[config.mk]
export PLATFORM = sky130hd
export DESIGN_NAME = sequential_list_engine_core
export DESIGN_NICKNAME = d
export VERILOG_FILES = /design/src/hw/rtl/slist_pkg.sv /design/src/hw/rtl/slist_datapath.sv /design/src/hw/rtl/slist_ctrl.sv /design/src/hw/rtl/sequential_list_engine_core.sv
export SDC_FILE = /design/constraint.sdc
export NUM_CORES = 2
export LEC_CHECK = 0
export BUFFER_PORTS_ARGS = -buffer_cell sky130_fd_sc_hd__buf_2
export CORE_ASPECT_RATIO = 0.8
export CORE_MARGIN = 10
export CORE_UTILIZATION = 58
export DETAILED_ROUTE_END_ITERATION = 10
export PLACE_DENSITY = 0.77
export SETUP_SLACK_MARGIN = 0.15
export SKIP_LAST_GASP = 1
export SYNTH_ARGS = -nofsm -noshare
export SYNTH_HDL_FRONTEND = slang
export SYNTH_SLANG_ARGS = --single-unit
[constraint.sdc]
create_clock -name clk -period 5.3 [get_ports clk]
set_input_delay 0.53 -clock clk [delete_from_list [all_inputs] [get_ports clk]]
set_output_delay 0.53 -clock clk [all_outputs]
set_load 0.01 [all_outputs]
[src/hw/rtl/slist_pkg.sv]
`default_nettype none

package slist_pkg;

	localparam int MODE_W   = 3;
	localparam int POS_W    = 5;
	localparam int WORD_W   = 32;
	localparam int STATUS_W = 2;
	localparam int INDEX_W  = 4;
	localparam int COUNT_W  = 5;

	// request modes
	typedef enum logic [MODE_W-1:0] {
		MODE_APPEND       = 3'd0,
		MODE_PREPEND      = 3'd1,
		MODE_REMOVE_LAST  = 3'd2,
		MODE_REMOVE_FIRST = 3'd3,
		MODE_INSERT_AT    = 3'd4,
		MODE_ERASE_AT     = 3'd5,
		MODE_FIND         = 3'd6
	} mode_e;

	typedef enum logic [STATUS_W-1:0] {
		ST_OK     = 2'd0,
		ST_FULL   = 2'd1,
		ST_EMPTY  = 2'd2,
		ST_BADPOS = 2'd3
	} status_e;

	// datapath operations
	typedef enum logic [2:0] {
		DP_NONE      = 3'd0,
		DP_INSERT    = 3'd1,
		DP_ERASE     = 3'd2,
		DP_DROP      = 3'd3,
		DP_FIND_LOAD = 3'd4,
		DP_FIND_STEP = 3'd5
	} dp_op_e;

	// where an insert or erase takes place
	typedef enum logic [1:0] {
		AT_POS   = 2'd0,
		AT_ZERO  = 2'd1,
		AT_COUNT = 2'd2
	} at_sel_e;

	typedef struct packed {
		dp_op_e  op;
		at_sel_e at_sel;
		logic    result_load;
		status_e status;
		logic    hit;
	} dp_cmd_t;

	typedef struct packed {
		logic full;
		logic empty;
		logic pos_gt_count;
		logic pos_ge_count;
		logic scan_hit;
		logic scan_none;
	} dp_stat_t;

endpackage

`default_nettype wire

[src/hw/rtl/slist_datapath.sv]
`default_nettype none

module slist_datapath #(
	parameter int LIST_DEPTH = 16
) (
	input  wire logic                                 clk,
	input  wire logic                                 arst_n,
	input  wire slist_pkg::dp_cmd_t                   cmd,
	input  wire logic [slist_pkg::POS_W-1:0]          position,
	input  wire logic signed [slist_pkg::WORD_W-1:0]  value,
	output slist_pkg::dp_stat_t                       stat,
	output logic [slist_pkg::STATUS_W-1:0]            status,
	output logic                                      match_found,
	output logic [slist_pkg::INDEX_W-1:0]             match_index,
	output logic [slist_pkg::COUNT_W-1:0]             entry_count
);
	import slist_pkg::*;

	localparam int CW   = $clog2(LIST_DEPTH + 1);
	localparam int IW   = $clog2(LIST_DEPTH);
	localparam int CMPW = (CW > POS_W) ? CW : POS_W;

	logic signed [WORD_W-1:0] cell_q [LIST_DEPTH];
	logic signed [WORD_W-1:0] cell_d [LIST_DEPTH];
	logic [CW-1:0]            count_q;
	logic [LIST_DEPTH-1:0]    match_q;
	logic [LIST_DEPTH-1:0]    match_d;
	logic [IW-1:0]            scan_idx_q;
	logic [IW-1:0]            at_idx;
	status_e                  status_q;
	logic                     found_q;
	logic [INDEX_W-1:0]       index_q;

	always_comb begin
		case (cmd.at_sel)
			AT_ZERO:  at_idx = '0;
			AT_COUNT: at_idx = IW'(count_q);
			default:  at_idx = IW'(position);
		endcase
	end

	// every cell looks only at itself and its two neighbors
	always_comb begin
		for (int i = 0; i < LIST_DEPTH; i++) begin
			cell_d[i] = cell_q[i];
			case (cmd.op)
				DP_INSERT: begin
					if (IW'(i) == at_idx)
						cell_d[i] = value;
					else if (IW'(i) > at_idx)
						cell_d[i] = cell_q[(i == 0) ? 0 : i - 1];
				end
				DP_ERASE: begin
					if (IW'(i) >= at_idx)
						cell_d[i] = cell_q[(i == LIST_DEPTH - 1) ? i : i + 1];
				end
				default: ;
			endcase
		end
	end

	always_ff @(posedge clk) begin
		cell_q <= cell_d;
	end

	// local compare in each cell, then the match row shifts out one bit a cycle during a find scan
	always_comb begin
		for (int i = 0; i < LIST_DEPTH; i++)
			match_d[i] = (cell_q[i] == value) && (CW'(i) < count_q);
	end

	always_ff @(posedge clk) begin
		case (cmd.op)
			DP_FIND_LOAD: begin
				match_q    <= match_d;
				scan_idx_q <= '0;
			end
			DP_FIND_STEP: begin
				match_q    <= match_q >> 1;
				scan_idx_q <= scan_idx_q + IW'(1);
			end
			default: ;
		endcase
	end

	always_ff @(posedge clk or negedge arst_n) begin
		if (!arst_n) begin
			count_q <= '0;
		end else begin
			case (cmd.op)
				DP_INSERT:         count_q <= count_q + CW'(1);
				DP_ERASE, DP_DROP: count_q <= count_q - CW'(1);
				default: ;
			endcase
		end
	end

	always_ff @(posedge clk) begin
		if (cmd.result_load) begin
			status_q <= cmd.status;
			found_q  <= cmd.hit;
			index_q  <= cmd.hit ? INDEX_W'(scan_idx_q) : '0;
		end
	end

	assign stat.full         = (count_q == CW'(LIST_DEPTH));
	assign stat.empty        = (count_q == '0);
	assign stat.pos_gt_count = (CMPW'(position) > CMPW'(count_q));
	assign stat.pos_ge_count = (CMPW'(position) >= CMPW'(count_q));
	assign stat.scan_hit     = match_q[0];
	assign stat.scan_none    = ~|match_q;

	assign status      = status_q;
	assign match_found = found_q;
	assign match_index = index_q;
	assign entry_count = COUNT_W'(count_q);

endmodule

`default_nettype wire

[src/hw/rtl/slist_ctrl.sv]
`default_nettype none

module slist_ctrl (
	input  wire logic                          clk,
	input  wire logic                          arst_n,
	input  wire logic                          in_valid,
	output logic                               in_ready,
	input  wire logic [slist_pkg::MODE_W-1:0]  mode,
	input  wire slist_pkg::dp_stat_t           stat,
	output slist_pkg::dp_cmd_t                 cmd,
	output logic                               out_valid,
	input  wire logic                          out_ready
);
	import slist_pkg::*;

	typedef enum logic [1:0] {
		S_IDLE = 2'b01,
		S_SCAN = 2'b10
	} state_t;

	state_t state_q;
	state_t state_d;
	logic   out_valid_q;
	logic   accept;

	assign in_ready = (state_q == S_IDLE) && (!out_valid_q || out_ready);
	assign accept   = in_valid && in_ready;

	always_comb begin
		state_d         = state_q;
		cmd.op          = DP_NONE;
		cmd.at_sel      = AT_POS;
		cmd.result_load = 1'b0;
		cmd.status      = ST_OK;
		cmd.hit         = 1'b0;
		case (state_q)
			S_IDLE: begin
				if (accept) begin
					cmd.result_load = 1'b1;
					case (mode)
						MODE_APPEND: begin
							if (stat.full) begin
								cmd.status = ST_FULL;
							end else begin
								cmd.op     = DP_INSERT;
								cmd.at_sel = AT_COUNT;
							end
						end
						MODE_PREPEND: begin
							if (stat.full) begin
								cmd.status = ST_FULL;
							end else begin
								cmd.op     = DP_INSERT;
								cmd.at_sel = AT_ZERO;
							end
						end
						MODE_REMOVE_LAST: begin
							if (stat.empty)
								cmd.status = ST_EMPTY;
							else
								cmd.op = DP_DROP;
						end
						MODE_REMOVE_FIRST: begin
							if (stat.empty) begin
								cmd.status = ST_EMPTY;
							end else begin
								cmd.op     = DP_ERASE;
								cmd.at_sel = AT_ZERO;
							end
						end
						MODE_INSERT_AT: begin
							// position check wins over the full check
							if (stat.pos_gt_count)
								cmd.status = ST_BADPOS;
							else if (stat.full)
								cmd.status = ST_FULL;
							else
								cmd.op = DP_INSERT;
						end
						MODE_ERASE_AT: begin
							if (stat.empty)
								cmd.status = ST_EMPTY;
							else if (stat.pos_ge_count)
								cmd.status = ST_BADPOS;
							else
								cmd.op = DP_ERASE;
						end
						MODE_FIND: begin
							cmd.result_load = 1'b0;
							cmd.op          = DP_FIND_LOAD;
							state_d         = S_SCAN;
						end
						default: ;
					endcase
				end
			end
			S_SCAN: begin
				if (stat.scan_none) begin
					cmd.result_load = 1'b1;
					state_d         = S_IDLE;
				end else if (stat.scan_hit) begin
					cmd.result_load = 1'b1;
					cmd.hit         = 1'b1;
					state_d         = S_IDLE;
				end else begin
					cmd.op = DP_FIND_STEP;
				end
			end
			default: state_d = S_IDLE;
		endcase
	end

	always_ff @(posedge clk or negedge arst_n) begin
		if (!arst_n) begin
			state_q     <= S_IDLE;
			out_valid_q <= 1'b0;
		end else begin
			state_q <= state_d;
			if (cmd.result_load)
				out_valid_q <= 1'b1;
			else if (out_ready)
				out_valid_q <= 1'b0;
		end
	end

	assign out_valid = out_valid_q;

endmodule

`default_nettype wire

[src/hw/rtl/sequential_list_engine_core.sv]
// Packed ordered list of up to LIST_DEPTH signed 32-bit words. Each request
// picks a mode: append, prepend, remove last, remove first, insert at
// position, erase at position, or find. Every request returns exactly one
// result: status (ok, full, empty, bad position), match_found/match_index for
// find, and entry_count after the request. A request that cannot be served
// leaves the list untouched. Timing: all modes except find finish in the cycle
// they are accepted and the result shows the next cycle, because the storage
// is a row of cells that shift up or down in parallel. A find compares every
// cell at once, then walks the match row one bit per cycle until the lowest
// hit, so its run grows with the index of the lowest hit, and a miss ends on
// the first scan step. One request is in flight at a time; a new one is taken
// while the previous result still waits on the output register, as long as
// that result is drained in the same cycle. There is no clearing pass after
// reset: the count alone marks which cells are live.

`default_nettype none

module sequential_list_engine_core #(
	parameter int LIST_DEPTH = 16
) (
	input  wire logic                                 clk,
	input  wire logic                                 arst_n,
	// request channel
	input  wire logic                                 in_valid,
	output logic                                      in_ready,
	input  wire logic [slist_pkg::MODE_W-1:0]         mode,
	input  wire logic [slist_pkg::POS_W-1:0]          position,
	input  wire logic signed [slist_pkg::WORD_W-1:0]  value,
	// result channel
	output logic                                      out_valid,
	input  wire logic                                 out_ready,
	output logic [slist_pkg::STATUS_W-1:0]            status,
	output logic                                      match_found,
	output logic [slist_pkg::INDEX_W-1:0]             match_index,
	output logic [slist_pkg::COUNT_W-1:0]             entry_count
);
	import slist_pkg::*;

	dp_cmd_t  cmd;
	dp_stat_t stat;

	// sequencing: decodes the request against list state, runs the find scan
	slist_ctrl u_ctrl (
		.clk       (clk),
		.arst_n    (arst_n),
		.in_valid  (in_valid),
		.in_ready  (in_ready),
		.mode      (mode),
		.stat      (stat),
		.cmd       (cmd),
		.out_valid (out_valid),
		.out_ready (out_ready)
	);

	// cells, count, match row and result register
	slist_datapath #(
		.LIST_DEPTH (LIST_DEPTH)
	) u_dp (
		.clk         (clk),
		.arst_n      (arst_n),
		.cmd         (cmd),
		.position    (position),
		.value       (value),
		.stat        (stat),
		.status      (status),
		.match_found (match_found),
		.match_index (match_index),
		.entry_count (entry_count)
	);

endmodule

`default_nettype wire

[Word-level counts from Yosys, hierarchy flattened]
Index checks and enable logic that the tools add are counted.
Operators by class
  $add $sub $neg: 3
  $lt $le $gt $ge: 48
  equal/unequal tests: 80
  multiplexer cells: 99
  reductions and logical operators: 50
Operator list (number)
  $mux 32: 46
  $pmux 32 s2: 15
  $eq 32x32->1: 16
  $reduce_and 3->1: 16
  $ne 3x1->1 const B: 14
  $lt 4x5->1 const A: 8
  $ne 2x1->1 const B: 17
  $eq 4x4->1 const A: 8
  $gt 4x4->1 const A: 8
  $pmux 16 s2: 1
  $ge 4x4->1 const A: 7
  $mux 2: 12
  $pmux 3 s7: 1
  $lt 3x5->1 const A: 4
  $logic_and 1x1->1: 18
  $eq 3x4->1 const A: 4
  $ge 3x4->1 const A: 4
  $gt 3x4->1 const A: 4
  $pmux 4 s2: 2
  $reduce_or 16->1: 1
  $eq 3x3->1 const B: 5
  $mux 3: 5
  $eq 3x2->1 const B: 4
  $lt 1x5->1 const A: 2
  35 further kinds: 58
Storage, ports and cells
  register bits after elaboration: 547
  output and inout port bits: 14
  word-level logic and storage cells: 304

[Logic depth before layout (Yosys ltp)]
  word-level depth: 12
  mapped depth: 17
  gate-level depth less buffers: 12

[By module]
A second synthesis with hierarchy kept.
Second synthesis, totals
  cells, all modules: 3280
  area, all modules: 34087.7 um2
By module, submodules not included
  slist_datapath: times used 1, cells an instance 3226, area each 33638.5 um2
  slist_ctrl: times used 1, cells an instance 54, area each 449.2 um2

[Worst setup path before layout]
Ideal clock, no wire load.
  kind: register -> register
  from: register u_dp.count_q[3] (netlist: u_dp.entry_count[3])
  to: register u_dp.cell_q[288] (netlist name) (enable)
  setup time: 0.470 ns
  data arrival time: 5.230 ns
  data required time: 4.830 ns
  setup slack: -0.400 ns
  stages on the path, launching flop included: 12
  path through: dfrtp_1 clkbuf_1 inv_1 ha_1 and3_1 o21ai_0 nand4_1 o21ai_0 and4b_1 buf_2 nor2_1 a211oi_1
On the way
  cells in the longest elaborated chain, start to end: 10
  elaborated cells on any way between the ends: 29
  classes of those cells: order compare (4); eq/ne (8); mux (14); reduce/logical (3)
RTL lines
  start: declaration: RTL line slist_datapath.sv:25  | logic [CW-1:0] count_q;
  start signal: assignment: RTL line slist_datapath.sv:91  | DP_INSERT: count_q <= count_q + CW'(1);
  start signal: assignment: RTL line slist_datapath.sv:92  | DP_ERASE, DP_DROP: count_q <= count_q - CW'(1);
  $eq 5x5->1 / $logic_not 5->1 (equally long branches): RTL line slist_datapath.sv:106, slist_datapath.sv:107
  $mux 3 (tied with other cells): RTL line slist_ctrl.sv:50  | if (stat.full) begin
  $pmux 2 s3: RTL line slist_ctrl.sv:40  | case (mode)
  $mux 8: RTL line slist_ctrl.sv:38  | if (accept) begin
  $mux 2: RTL line slist_ctrl.sv:36  | case (state_q)
  $eq 2x2->1 / $eq 2x1->1 (equally long branches): RTL line slist_datapath.sv:35  | case (cmd.at_sel)
  $pmux 4 s2: RTL line slist_datapath.sv:35
  $gt 3x4->1 (tied with other cells): RTL line slist_datapath.sv:50  | else if (IW'(i) > at_idx)
  $ne 3x1->1 (no source line) / $ne 2x1->1 (equally long branches)
  $reduce_and 3->1 (no source line) *
  end signal: assignment: RTL line slist_datapath.sv:63  | cell_q <= cell_d;
  end: declaration: RTL line slist_datapath.sv:23  | logic signed [WORD_W-1:0] cell_q [LIST_DEPTH];
Mark *: on every way between the ends. The rest lies on a longest branch, timed or not.
A chain may end at the register's enable or synchronous reset.

==> flow_summary.ini <==
[floorplanning]
io_pins = 58
dieHeight_um = 235.6
dieArea_um2 = 68180
coreArea_um2 = 57090
start_util_pct = 59.00
die_w_um = 289.4
num_rows = 78

[synth]
synth_most_common_cell = edfxtp_1
synthTopCellsByArea = edfxtp_1 48%, mux2i_1 13%, xor2_1 6.9%
synth_edf_count = 539
yosysSeqAreaShare_pct = 48.65
synth_top_area_share_pct = 48.05
synth_ff_type = edfxtp_1
syn_nets = 3217
yosys.area.top_type = edfxtp_1
synthTopCellsByCount = 539 x edfxtp_1, 492 x nand2_1, 450 x mux2i_1
yosysWarnings = 0
synth-seq-cells = 547
syn_area_um2 = 33680
synth.distinct_cells = 52
async_flop_share_pct = 1.463
syn_avg_cell_area_um2 = 10.66
syn_inst = 3160

[route]
wl_mm = 110.8
first_pass_iters = 6
drtIter0Drc = 4378
vias_per_cell = 6.722
ant_nets = 0
post-route-drc-count = 0
vias = 26050
detail_route.wl_per_cell_um = 28.59

[critical_path]
critPathLaunchType = flop
crit_top_cell = ha_1
cp_data_required_time_ns = 5.62
crit_type = reg -> reg
path_buf_inv = 3
cp_top_family = simple AND/OR/NAND/NOR gates
cp_max_fo = 32
critPathSlowestCell = mux2i_1
path_cells = inv_1 -> ha_1 -> nor4bb_1 -> nor3_1 -> and2_1 -> ha_1 -> nand2_1 -> o21ai_4 -> buf_4 -> nand2b_1 -> or3_2 -> buf_6 -> mux2i_1 -> o21ai_1
cpPeakStageDelay_ns = 0.55
crit_path_end_kind = flop
worstPathArrival_ns = 5.21

[global_routing]
grt_pass1_vias = 24590
grt_max_degree = 287
gr-total-overflow = 0
grt_first_pass_wirelength_mm = 161.9
antenna_found_initial = 6
grt_usage_pct = 31.33

[sta]
layout_setup_ws_ns = 0.4131
hold_violations = 0
maxSlewViolCount = 0
fin_tns_setup_ns = 0
timing.hold.ws_ns = 0.2954
setup_viol = 0
grt_setup_unrepaired = yes
post-route-min-period_ns = 4.887
fmax_mhz = 204.6
worst_pin_slew_ns = 1.225
finalClockSkew_ns = 0.02906
max_slew_margin_pct = 18.34
finalCritPeriodShare_pct = 92.21

[power]
power.density_nw_per_um2 = 390.6
peakVddDrop_v = 0.0002904
total_power_mw = 14.19
p_leak_nw = 12.56

[cts]
clock-root-buffer = clkbuf_16
cts_inserted_buffers = 56
clkLatencyLatePin_ns = 0.64
postCtsSetupBuffers = 0
clock_sinks = 547
clk_pin_slew_ns = 0.07
htreeDepth = 2
cts_tree = yes
cts_buffer_depth = 3

[finish]
area_growth_pct = 7.863
final_cell_area_um2 = 36330
drive_above_1_share_pct = 10.57
fillers = 4525
final_util_pct = 63.64
nets = 3126
instances_no_fill = 3875

[placed_design]
dpl.hpwl_mm = 77.70
numPortBuffers = 57
placed_area_um2 = 34550
pre_cts_ws_ns = 0.3699
gp_congestion = 0.9747
post-place-cells = 3770

[job]
max_cap_violations = 0

[status]
status = finished clean

[worst_hold_path]
hold_class = in -> async
## worst paths after layout
kind                                      from  slack [ns]  cells after the start                   to
min                                     arst_n        0.30                      2  u_dp.entry_count[4]
min reg2reg                  u_ctrl.state_q[0]        0.53                      1    u_ctrl.state_q[0]
min in group clk                      in_valid        0.30                      3       u_dp.status[1]
max                        u_dp.entry_count[1]        0.41                     14     u_dp.cell_q[404]
max in group asynchronous               arst_n        4.74                      2    u_ctrl.state_q[0]
max reg2reg                u_dp.entry_count[1]        0.41                     14     u_dp.cell_q[404]
## final cells by class
type,instances,area [µm²],area share [%]
flip-flops and latches,547,16390,45.10
clock inverters,28,212.7,0.5854
clock buffers,74,1540,4.239
repair buffers,145,1002,2.758
diodes,2,5.005,0.01377
inverters,9,33.78,0.09298
well taps,760,950.9,2.617
multi-input cells,2310,16200,44.59
## metal layers
metal / wire length [µm] / GRT usage, %
met1: 43880 / 46.27
met2: 44480 / 41.84
met3: 19680 / 12.13
met4: 2637 / 8.040
met5: 117 / 0.8082
## kinds of logic (layout without fill, tap and decap cells)
kind of cell | Yosys count | in the layout | synth area share (%)
AOI/OAI and AO/OA | 521 | 521 | 8.012
other | 0 | 2 | 0
adders and majority gates | 13 | 13 | 0.4829
muxes | 514 | 514 | 15.51
xor gates and xnor gates | 518 | 518 | 13.47
and+or+nand+nor | 744 | 744 | 9.981
buffers and inverters | 303 | 256 | 3.896
DFF | 547 | 547 | 48.65
## repair_timing
item                                    4_1_cts  5_1_grt
hold buffers                                  1        0
endpoints found under the hold margin         7        0
gates resized for setup                       0        3
endpoints found under the setup margin        0       37
## flip-flops by register name, indices dropped and copies added (netlist names)
register          cells
u_dp.match_found      1
u_ctrl.state_q        2
u_dp.scan_idx_q       4
u_dp.match_q         16
u_dp.cell_q         512
u_dp.entry_count      5
u_ctrl.out_valid      1
u_dp.status           2
u_dp.match_index      4
## report_power, final
part	internal, mW	switching (mW)
clock network	2.18	1.75
logic	1.29	2.44
registers	5.79	0.746
## cells in the final DEF (no fill, tap or decap), types with 8 or more instances in the layout
cell / Yosys / layout
o21ai_0: 357 / 356
nand4_1: 82 / 82
nor4_1: 77 / 77
buf_2: 35 / 57
o21ai_1: 120 / 120
nor3_1: 18 / 15
clkinv_1: 0 / 12
nor2_1: 26 / 14
inv_1: 9 / 9
edfxtp_1: 539 / 539
xnor2_1: 254 / 254
xor2_1: 264 / 264
ha_1: 13 / 13
clkbuf_16: 0 / 57
nand3_1: 16 / 15
mux2_2: 64 / 64
mux2i_1: 450 / 450
a21oi_1: 13 / 8
nand2_1: 492 / 487
clkinv_2: 0 / 9
clkbuf_1: 194 / 12
buf_4: 28 / 82
(Power assumes the default switching activity.)
